`config.mk`:
```
export PLATFORM = sky130hd
export DESIGN_NAME = bc3_block_decoder
export DESIGN_NICKNAME = d
export VERILOG_FILES = /design/src/hdl/bc3_pkg.sv /design/src/hdl/bc3_front.sv /design/src/hdl/bc3_queue.sv /design/src/hdl/bc3_back.sv /design/src/hdl/bc3_block_decoder.sv
export SDC_FILE = /design/constraint.sdc
export NUM_CORES = 2
export LEC_CHECK = 0
export BUFFER_PORTS_ARGS = -buffer_cell sky130_fd_sc_hd__buf_2
export CAP_MARGIN = 20
export CORE_UTILIZATION = 54
export DETAILED_ROUTE_END_ITERATION = 8
export PLACE_DENSITY = 0.68
export SYNTH_ARGS = -nofsm -noshare
export SYNTH_HDL_FRONTEND = slang
export SYNTH_SLANG_ARGS = --single-unit
```
`constraint.sdc`:
```
create_clock -name clk -period 13.25 [get_ports clk]
set_input_delay 3.3125 -clock clk [delete_from_list [all_inputs] [get_ports clk]]
set_output_delay 3.3125 -clock clk [all_outputs]
set_load 0.03 [all_outputs]
```
`src/hdl/bc3_pkg.sv`:
```
// bc3_pkg: shared types and constants for the bc3 block decoder
// the front, queue, back and top-level modules import this package
`timescale 1ns / 1ps
`default_nettype none

package bc3_pkg;

    localparam int COORD_W                = 11;
    localparam int DEFAULT_MAX_IMAGE_SIDE = 2048;
    localparam int QUEUE_DEPTH            = 2;
    localparam int PIXELS                 = 16;
    localparam int PIX_W                  = 4;

    // one compressed block with its position
    typedef struct packed {
        logic [7:0]  alpha_end0;
        logic [7:0]  alpha_end1;
        logic [47:0] alpha_indices;
        logic [15:0] color_end0;
        logic [15:0] color_end1;
        logic [31:0] color_indices;
        logic [8:0]  block_column;
        logic [8:0]  block_row;
    } bc3_in_t;

    // one decoded pixel
    typedef struct packed {
        logic [COORD_W-1:0] pixel_x;
        logic [COORD_W-1:0] pixel_y;
        logic [31:0]        argb;
        logic               last;
    } bc3_out_t;

    // front pipeline: weighted endpoint sums, before the constant divides
    typedef struct packed {
        logic                     gt;
        logic [7:0]               a0;
        logic [7:0]               a1;
        logic [5:0][10:0]         alpha_sum;
        logic [2:0][7:0]          e0;
        logic [2:0][7:0]          e1;
        logic [2:0][9:0]          c2_sum;
        logic [2:0][9:0]          c3_sum;
        logic [15:0][2:0]         alpha_sel;
        logic [15:0][1:0]         color_sel;
        logic [COORD_W-1:0]       vx;
        logic [COORD_W-1:0]       vy;
        logic [COORD_W-1:0]       qx;
        logic [COORD_W-1:0]       qy;
    } bc3_sum_t;

    // decoded palettes of one block, as held in the queue
    typedef struct packed {
        logic [7:0][7:0]          alpha_pal;
        logic [3:0][2:0][7:0]     color_pal;
        logic [15:0][2:0]         alpha_sel;
        logic [15:0][1:0]         color_sel;
        logic [COORD_W-1:0]       x_base;
        logic [COORD_W-1:0]       y_base;
    } bc3_blk_t;

endpackage

`default_nettype wire

```
`src/hdl/bc3_front.sv`:
```
// bc3_front: two-stage block pipeline that builds the alpha and colour palettes
// and the wrapped block origin; depends on bc3_pkg, feeds bc3_queue
`timescale 1ns / 1ps
`default_nettype none

module bc3_front
    import bc3_pkg::*;
#(
    parameter int MAX_IMAGE_SIDE = DEFAULT_MAX_IMAGE_SIDE
)(
    input  wire logic     clk,
    input  wire logic     rst_n,
    input  wire logic     blk_valid,
    output logic          blk_stall,
    input  wire bc3_in_t  blk_data,
    output logic          q_push,
    input  wire logic     q_ready,
    output bc3_blk_t      q_data
);

    // reciprocal for coordinate reduction, exact for all 11-bit values
    localparam int CSHIFT = COORD_W + $clog2(MAX_IMAGE_SIDE);
    localparam int CRECIP = ((2 ** CSHIFT) + MAX_IMAGE_SIDE - 1) / MAX_IMAGE_SIDE;
    localparam int PW     = 26;

    localparam int        DSHIFT   = 16;
    localparam logic [24:0] RECIP7 = 25'd9363;
    localparam logic [24:0] RECIP5 = 25'd13108;
    localparam logic [24:0] RECIP3 = 25'd21846;
    localparam logic [7:0]  ALPHA_MIN = 8'd0;
    localparam logic [7:0]  ALPHA_MAX = 8'd255;

    function automatic logic [7:0] expand5(input logic [4:0] v);
        return {v, v[4:2]};
    endfunction

    function automatic logic [7:0] expand6(input logic [5:0] v);
        return {v, v[5:4]};
    endfunction

    function automatic logic [7:0] div_recip(input logic [10:0] s, input logic [24:0] r);
        logic [24:0] p;
        p = 25'(s) * r;
        return 8'(p >> DSHIFT);
    endfunction

    logic     a_valid_reg, a_valid_next;
    bc3_in_t  a_reg;
    logic     b_valid_reg, b_valid_next;
    bc3_sum_t b_reg;
    bc3_sum_t sum_next;
    logic     a_move, b_move;

    assign b_move    = !b_valid_reg || q_ready;
    assign a_move    = !a_valid_reg || b_move;
    assign blk_stall = !a_move;
    assign q_push    = b_valid_reg;

    assign a_valid_next = a_move ? blk_valid : a_valid_reg;
    assign b_valid_next = b_move ? a_valid_reg : b_valid_reg;

    always_ff @(posedge clk or negedge rst_n)
    begin
        if (!rst_n)
        begin
            a_valid_reg <= 1'b0;
            b_valid_reg <= 1'b0;
        end
        else
        begin
            a_valid_reg <= a_valid_next;
            b_valid_reg <= b_valid_next;
        end
    end

    always_ff @(posedge clk)
    begin
        if (a_move && blk_valid)
            a_reg <= blk_data;
        if (b_move && a_valid_reg)
            b_reg <= sum_next;
    end

    // stage a: expand endpoints, weighted sums, coordinate quotients
    always_comb
    begin
        logic [PW-1:0] px;
        logic [PW-1:0] py;
        sum_next.a0 = a_reg.alpha_end0;
        sum_next.a1 = a_reg.alpha_end1;
        sum_next.gt = a_reg.alpha_end0 > a_reg.alpha_end1;
        for (int i = 1; i <= 6; i++)
        begin
            if (sum_next.gt)
                sum_next.alpha_sum[i-1] = 11'(a_reg.alpha_end0 * (7 - i))
                                        + 11'(a_reg.alpha_end1 * i);
            else if (i <= 4)
                sum_next.alpha_sum[i-1] = 11'(a_reg.alpha_end0 * (5 - i))
                                        + 11'(a_reg.alpha_end1 * i);
            else
                sum_next.alpha_sum[i-1] = '0;
        end

        sum_next.e0 = {expand5(a_reg.color_end0[15:11]), expand6(a_reg.color_end0[10:5]),
                       expand5(a_reg.color_end0[4:0])};
        sum_next.e1 = {expand5(a_reg.color_end1[15:11]), expand6(a_reg.color_end1[10:5]),
                       expand5(a_reg.color_end1[4:0])};
        for (int ch = 0; ch < 3; ch++)
        begin
            sum_next.c2_sum[ch] = 10'({sum_next.e0[ch], 1'b0}) + 10'(sum_next.e1[ch]);
            sum_next.c3_sum[ch] = 10'(sum_next.e0[ch]) + 10'({sum_next.e1[ch], 1'b0});
        end

        sum_next.alpha_sel = a_reg.alpha_indices;
        sum_next.color_sel = a_reg.color_indices;

        sum_next.vx = {a_reg.block_column, 2'b00};
        sum_next.vy = {a_reg.block_row, 2'b00};
        px = PW'(sum_next.vx) * PW'(CRECIP);
        py = PW'(sum_next.vy) * PW'(CRECIP);
        sum_next.qx = COORD_W'(px >> CSHIFT);
        sum_next.qy = COORD_W'(py >> CSHIFT);
    end

    // stage b: constant divides by reciprocal, coordinate remainders
    always_comb
    begin
        q_data.alpha_pal[0] = b_reg.a0;
        q_data.alpha_pal[1] = b_reg.a1;
        for (int i = 1; i <= 6; i++)
        begin
            if (b_reg.gt)
                q_data.alpha_pal[i+1] = div_recip(b_reg.alpha_sum[i-1], RECIP7);
            else if (i <= 4)
                q_data.alpha_pal[i+1] = div_recip(b_reg.alpha_sum[i-1], RECIP5);
            else if (i == 5)
                q_data.alpha_pal[i+1] = ALPHA_MIN;
            else
                q_data.alpha_pal[i+1] = ALPHA_MAX;
        end

        q_data.color_pal[0] = b_reg.e0;
        q_data.color_pal[1] = b_reg.e1;
        for (int ch = 0; ch < 3; ch++)
        begin
            q_data.color_pal[2][ch] = div_recip(11'(b_reg.c2_sum[ch]), RECIP3);
            q_data.color_pal[3][ch] = div_recip(11'(b_reg.c3_sum[ch]), RECIP3);
        end

        q_data.alpha_sel = b_reg.alpha_sel;
        q_data.color_sel = b_reg.color_sel;
        q_data.x_base = COORD_W'(PW'(b_reg.vx) - PW'(b_reg.qx) * PW'(MAX_IMAGE_SIDE));
        q_data.y_base = COORD_W'(PW'(b_reg.vy) - PW'(b_reg.qy) * PW'(MAX_IMAGE_SIDE));
    end

    assert property (@(posedge clk) disable iff (!rst_n)
        blk_stall |-> a_valid_reg && b_valid_reg && !q_ready)
        else $error("front stalls with room in the pipeline");

    assert property (@(posedge clk) disable iff (!rst_n)
        b_valid_reg && !q_ready |=> b_valid_reg && $stable(b_reg))
        else $error("stage b lost or changed a block while the queue was full");

endmodule

`default_nettype wire

```
`src/hdl/bc3_queue.sv`:
```
// bc3_queue: short fifo of decoded palettes between front and back
// depends on bc3_pkg for the entry type and depth
`timescale 1ns / 1ps
`default_nettype none

module bc3_queue
    import bc3_pkg::*;
(
    input  wire logic     clk,
    input  wire logic     rst_n,
    input  wire logic     wr_valid,
    output logic          wr_ready,
    input  wire bc3_blk_t wr_data,
    output logic          rd_valid,
    input  wire logic     rd_pop,
    output bc3_blk_t      rd_data
);

    localparam int DEPTH = QUEUE_DEPTH;
    localparam int PW    = (DEPTH > 1) ? $clog2(DEPTH) : 1;
    localparam int CW    = $clog2(DEPTH + 1);

    bc3_blk_t        slot_reg [DEPTH];
    logic [PW-1:0]   wr_ptr_reg, wr_ptr_next;
    logic [PW-1:0]   rd_ptr_reg, rd_ptr_next;
    logic [CW-1:0]   count_reg, count_next;
    logic            push, pop;

    assign wr_ready = count_reg != CW'(DEPTH);
    assign rd_valid = count_reg != '0;
    assign push     = wr_valid && wr_ready;
    assign pop      = rd_pop && rd_valid;
    assign rd_data  = slot_reg[rd_ptr_reg];

    always_comb
    begin
        wr_ptr_next = wr_ptr_reg;
        rd_ptr_next = rd_ptr_reg;
        count_next  = count_reg;
        if (push)
            wr_ptr_next = (wr_ptr_reg == PW'(DEPTH - 1)) ? '0 : wr_ptr_reg + 1'b1;
        if (pop)
            rd_ptr_next = (rd_ptr_reg == PW'(DEPTH - 1)) ? '0 : rd_ptr_reg + 1'b1;
        case ({push, pop})
            2'b10:   count_next = count_reg + 1'b1;
            2'b01:   count_next = count_reg - 1'b1;
            default: count_next = count_reg;
        endcase
    end

    always_ff @(posedge clk or negedge rst_n)
    begin
        if (!rst_n)
        begin
            wr_ptr_reg <= '0;
            rd_ptr_reg <= '0;
            count_reg  <= '0;
        end
        else
        begin
            wr_ptr_reg <= wr_ptr_next;
            rd_ptr_reg <= rd_ptr_next;
            count_reg  <= count_next;
        end
    end

    always_ff @(posedge clk)
    begin
        if (push)
            slot_reg[wr_ptr_reg] <= wr_data;
    end

    assert property (@(posedge clk) disable iff (!rst_n)
        count_reg <= CW'(DEPTH))
        else $error("queue count beyond depth");

    assert property (@(posedge clk) disable iff (!rst_n)
        push && !pop |=> count_reg != '0)
        else $error("queue empty right after a write");

endmodule

`default_nettype wire

```
`src/hdl/bc3_back.sv`:
```
// bc3_back: walks the head block's 16 pixels, one per unstalled cycle,
// into the registered pixel output; depends on bc3_pkg, reads bc3_queue
`timescale 1ns / 1ps
`default_nettype none

module bc3_back
    import bc3_pkg::*;
#(
    parameter int MAX_IMAGE_SIDE = DEFAULT_MAX_IMAGE_SIDE
)(
    input  wire logic     clk,
    input  wire logic     rst_n,
    input  wire logic     q_valid,
    output logic          q_pop,
    input  wire bc3_blk_t q_data,
    output logic          pix_valid,
    input  wire logic     pix_stall,
    output bc3_out_t      pix_data
);

    localparam int SW = $clog2(MAX_IMAGE_SIDE) + 1;
    localparam int XW = (SW > COORD_W + 1) ? SW : COORD_W + 1;
    localparam logic [PIX_W-1:0] LAST_PIX = PIX_W'(PIXELS - 1);

    logic              pix_valid_reg, pix_valid_next;
    bc3_out_t          pix_reg, pix_next;
    logic [PIX_W-1:0]  cnt_reg, cnt_next;
    logic              load;
    logic [XW-1:0]     x_sum, y_sum;
    logic [2:0]        ai;
    logic [1:0]        ci;

    assign load      = q_valid && (!pix_valid_reg || !pix_stall);
    assign q_pop     = load && cnt_reg == LAST_PIX;
    assign pix_valid = pix_valid_reg;
    assign pix_data  = pix_reg;

    always_comb
    begin
        ai = q_data.alpha_sel[cnt_reg];
        ci = q_data.color_sel[cnt_reg];

        // origin is already below the side, one subtract wraps the offset
        x_sum = XW'(q_data.x_base) + XW'(cnt_reg[1:0]);
        y_sum = XW'(q_data.y_base) + XW'(cnt_reg[3:2]);
        if (x_sum >= XW'(MAX_IMAGE_SIDE))
            x_sum = x_sum - XW'(MAX_IMAGE_SIDE);
        if (y_sum >= XW'(MAX_IMAGE_SIDE))
            y_sum = y_sum - XW'(MAX_IMAGE_SIDE);

        pix_next.pixel_x = COORD_W'(x_sum);
        pix_next.pixel_y = COORD_W'(y_sum);
        pix_next.argb    = {q_data.alpha_pal[ai], q_data.color_pal[ci]};
        pix_next.last    = cnt_reg == LAST_PIX;

        cnt_next = load ? cnt_reg + 1'b1 : cnt_reg;
        if (load)
            pix_valid_next = 1'b1;
        else
            pix_valid_next = pix_valid_reg && pix_stall;
    end

    always_ff @(posedge clk or negedge rst_n)
    begin
        if (!rst_n)
        begin
            pix_valid_reg <= 1'b0;
            cnt_reg       <= '0;
        end
        else
        begin
            pix_valid_reg <= pix_valid_next;
            cnt_reg       <= cnt_next;
        end
    end

    always_ff @(posedge clk)
    begin
        if (load)
            pix_reg <= pix_next;
    end

    assert property (@(posedge clk) disable iff (!rst_n)
        cnt_reg != '0 |-> q_valid)
        else $error("block left the queue before its last pixel");

    assert property (@(posedge clk) disable iff (!rst_n)
        pix_valid_reg && pix_reg.last |-> cnt_reg == '0)
        else $error("pixel counter not rewound after the last pixel");

endmodule

`default_nettype wire

```
`src/hdl/bc3_block_decoder.sv`:
```
// bc3_block_decoder: top level of the bc3 (dxt5) block decoder
// instantiates bc3_front, bc3_queue and bc3_back; depends on bc3_pkg
//
//   channel  dir  payload    per request
//   blk      in   bc3_in_t   one 16-byte block with its block column and row
//   pix      out  bc3_out_t  one argb8888 pixel with coordinates, last on the 16th
//
// sustained rate is set by the back end's pixel counter, which sends one pixel
// per cycle from the head of the queue while pix is not stalled. a block taken
// on blk passes the stage a and b registers and a queue slot before its first
// pixel is registered on pix. reset clears valid flags, queue pointers and
// count, and the pixel counter only. a stall on pix freezes the output; blk
// keeps taking blocks until both front stages and the two-entry queue are full.
`timescale 1ns / 1ps
`default_nettype none

module bc3_block_decoder
    import bc3_pkg::*;
#(
    parameter int MAX_IMAGE_SIDE = DEFAULT_MAX_IMAGE_SIDE
)(
    input  wire logic    clk,
    input  wire logic    rst_n,
    input  wire logic    blk_valid,
    output logic         blk_stall,
    input  wire bc3_in_t blk_data,
    output logic         pix_valid,
    input  wire logic    pix_stall,
    output bc3_out_t     pix_data
);

    logic     push, push_ready;
    bc3_blk_t push_data;
    logic     head_valid, head_pop;
    bc3_blk_t head_data;

    bc3_front #(
        .MAX_IMAGE_SIDE (MAX_IMAGE_SIDE)
    ) u_front (
        .clk       (clk),
        .rst_n     (rst_n),
        .blk_valid (blk_valid),
        .blk_stall (blk_stall),
        .blk_data  (blk_data),
        .q_push    (push),
        .q_ready   (push_ready),
        .q_data    (push_data)
    );

    bc3_queue u_queue (
        .clk      (clk),
        .rst_n    (rst_n),
        .wr_valid (push),
        .wr_ready (push_ready),
        .wr_data  (push_data),
        .rd_valid (head_valid),
        .rd_pop   (head_pop),
        .rd_data  (head_data)
    );

    bc3_back #(
        .MAX_IMAGE_SIDE (MAX_IMAGE_SIDE)
    ) u_back (
        .clk       (clk),
        .rst_n     (rst_n),
        .q_valid   (head_valid),
        .q_pop     (head_pop),
        .q_data    (head_data),
        .pix_valid (pix_valid),
        .pix_stall (pix_stall),
        .pix_data  (pix_data)
    );

endmodule

`default_nettype wire

```
==> results.tsv <==
stage	metric	value	unit
outcome	status	finished with violations	
outcome	violated checks	DRC	
synthesis	synthesized instance count	5067	
critical_path	delay-heaviest family, CP	adder cells	
global_route	first-pass GRT wire length	216000	µm
floorplan	FP Rows	129	
final_layout	post-layout util	0.597	
final_layout	Non-Filler Instances	7078	
sta	period utilization	0.431	
sta	skew final	0.0394	ns
final_layout	Nets	7104	
critical_path	Req. time, crit path	13.69	ns
sta	# setup viols final	0	
flow_run	Max-Cap Viols	0	
global_route	all-layer global routing usage	0.219	
clock_network	H-tree depth	3	
floorplan	io pins	207	
synthesis	Syn Nets	6817	
synthesis	register area share after synthesis	0.426	
synthesis	Async SR Flop Fraction	0.0115	
critical_path	data arrival time of the worst path	6.15	ns
clock_network	CTS sink cnt	959	
clock_network	Hold-fix buffers, CTS	0	
place	routability congestion estimate from global placement	0.865	
sta	Peak Freq	0.175	GHz
synthesis	most used flip-flop cell after synthesis	edfxtp_1	
worst_hold_path	Worst Hold Launch	u_front.a_reg[40]$_DFFE_PP_	
routing	Vias	38400	
critical_path	CP max FO	6	
synthesis	Area contributors post-synth	edfxtp_1, ha_1, fa_1, inv_1, mux4_2	
final_layout	max FFs per register	484	
routing	WL/cell	19.0	µm
place	placed insts	6887	
synthesis	EDFF count, synth	948	
sta	Final TNS setup	0	ns
final_layout	Fillers	9683	
routing	Iter 0 DRT Violations	2203	
critical_path	R2R Setup Slk	7.54	ns
critical_path	crit path kind	flip-flop to flip-flop	
synthesis	Yosys top cell area share	0.422	
clock_network	Max Root-Sink Buffers	3	
routing	final WL	134000	µm
critical_path	crit-path cells	inv_1 -> ha_1 -> fa_1 -> inv_1 -> fa_1 -> inv_1 -> fa_1 -> inv_1 -> fa_1 -> ha_1 -> a21o_1 -> a21o_1 -> a21o_1 -> a2111oi_0 -> buf_4 -> o31ai_1 -> and3_1 -> a311oi_1 -> nand3_1	
critical_path	Slowest cell on crit path	fa_1	
clock_network	Root Driver	clkbuf_16	
final_layout	commonest non-fill, non-tap cell in the layout	ha_1	
floorplan	Initial Utilization	0.545	
critical_path	max incr delay on CP	0.54	ns
final_layout	share of cells above drive strength 1	0.0983	
global_route	vias in the first global route	40000	
critical_path	worst path bufs/invs	5	
critical_path	R2R Path End	u_queue.slot_reg[1][240]$_DFFE_PP_	
critical_path	crit start category	flip-flop	
sta	min cycle time layout	5.71	ns
global_route	largest net degree at the start of global routing	164	
worst_hold_path	Hold Crit Depth	0	
clock_network	Clk Latency, worst-skew pair	0.72	ns
sta	final hold viol count	0	
routing	vias per inst	5.42	
clock_network	Post-CTS Resized	0	
sta	RSZ-0062 raised after global routing	no	
sta	Slew Viols, Final	0	
critical_path	Crit. End Element	flip-flop	
sta	Slew headroom	0.142	
worst_hold_path	worst min path class	flip-flop to flip-flop	
place	DP HPWL	104000	µm
synthesis	post-synth cell types	70	
global_route	initial antenna violation count	11	
clock_network	TritonCTS clock tree	built	
synthesis	Netlist Area Pre-Place	67500	µm²
synthesis	Avg Cell Area, Syn	13.3	µm²
floorplan	chip height	355	µm
place	port bufs	206	
sta	final hold slack	0.417	ns
clock_network	setup bufs post-CTS	0	
final_layout	Area Overhead vs Synth	9.63	%
floorplan	core area	124000	µm²
synthesis	Yosys warnings	0	
clock_network	TritonCTS buffer count	102	
routing	DRC Markers	96	
final_layout	most frequent cells in the layout	ha_1, edfxtp_1, inv_1	
synthesis	flops & latches, synth	959	
sta	Least-Margin Pin Slew	1.29	ns
critical_path	worst r2r src	u_front.b_reg[268]$_DFFE_PP_	
floorplan	Chip Width	355	µm
routing	post-route ant nets	0	
worst_hold_path	Hold EP	u_front.q_data[44]$_DFFE_PP_	
floorplan	Die ar.	126000	µm²
critical_path	worst r2r path cells	19	
global_route	grt total ovfl	0	
routing	TritonRoute pass-1 iters	7	
clock_network	clock transition at the registers of the reported paths	0.06	ns
synthesis	largest area contributor in the netlist	edfxtp_1	
logic make-up (layout without fill, tap and decap cells):
family                     Yosys count  after routing  synth area share
other                                0              7                 0
and+or+nand+nor                    503            503            0.0360
muxes                              182            182            0.0476
AOI/OAI and AO/OA                  613            613            0.0583
buffers and inverters              965           1332            0.0545
adders and majority gates         1600           1600             0.346
xor gates and xnor gates           245            245            0.0318
DFF                                959            959             0.426
layer usage:
| metal | GRT usage | wire (µm) | up-vias |
|---|---|---|---|
| met5 | 0 | 41 | - |
| met4 | 0.0598 | 3460 | 6 |
| met3 | 0.0276 | 5510 | 181 |
| met2 | 0.358 | 62900 | 641 |
| met1 | 0.311 | 62500 | 19000 |
| li1 | - | - | 18600 |
layout make-up:
cell class | count | area [µm²] | share of cell area
well taps | 1637 | 2050 | 0.0277
clock buffers | 124 | 2660 | 0.0359
flip-flops and latches | 959 | 28700 | 0.389
multi-input cells | 3143 | 35100 | 0.475
inverters | 914 | 3430 | 0.0464
repair buffers | 234 | 1270 | 0.0171
diodes | 7 | 17.5 | 0.000237
clock inverters | 60 | 671 | 0.00907
worst register-to-register path: stages, from the launching register on:
cell	delay (ns)
edfxtp_1	0.52
inv_1	0.16
ha_1	0.36
fa_1	0.54
inv_1	0.08
fa_1	0.53
inv_1	0.05
fa_1	0.41
inv_1	0.09
fa_1	0.43
ha_1	0.32
a21o_1	0.16
a21o_1	0.16
a21o_1	0.18
a2111oi_0	0.45
buf_4	0.21
o31ai_1	0.15
and3_1	0.22
a311oi_1	0.27
nand3_1	0.13
synth_stat cells, types with 14 or more instances:
library cell and count:
fa_1 441, edfxtp_1 948, ha_1 1159, nand3_1 43, a31oi_1 22, nor2b_1 19
or3_1 24, nand2_1 125, o21bai_1 58, o21ai_0 114, and3_1 23, and2_1 22
mux2_2 21, a21oi_1 179, a21o_1 83, o21a_1 22, mux2i_1 52, xnor2_1 175
a211oi_1 27, nor3_1 34, a22oi_1 14, mux4_2 109, clkbuf_1 23, nand2b_1 14
nand4_1 25, inv_1 913, xor2_1 70, nor2_1 140
metrics by stage:
stage	cell area, µm²	setup WS, ns
after global routing	73900	7.19
final	74000	7.54
after global placement	70600	7.24
after detailed placement	70600	7.20
after floorplan	67500	1.74
after CTS	73900	7.49
worst max path at each step:
stage               slack (ns)  cells past startpoint                            endpoint                             start
finish                    7.54                     19  u_queue.slot_reg[1][240]$_DFFE_PP_      u_front.b_reg[268]$_DFFE_PP_
global route              7.19                     19  u_queue.slot_reg[0][240]$_DFFE_PP_      u_front.b_reg[268]$_DFFE_PP_
CTS                       7.49                     19  u_queue.slot_reg[1][240]$_DFFE_PP_      u_front.b_reg[268]$_DFFE_PP_
detailed placement        7.20                      4         u_front.a_reg[63]$_DFFE_PP_                         blk_valid
global placement          7.24                      4         u_front.a_reg[63]$_DFFE_PP_                         blk_valid
floorplan                 1.74                      3    u_queue.slot_reg[0][0]$_DFFE_PP_  u_queue.count_reg[0]$_DFFE_PN0P_
Power is left out: the tool's default activity adds up to more than one toggle a clock period on the data nets, which glitch-free logic cannot reach.
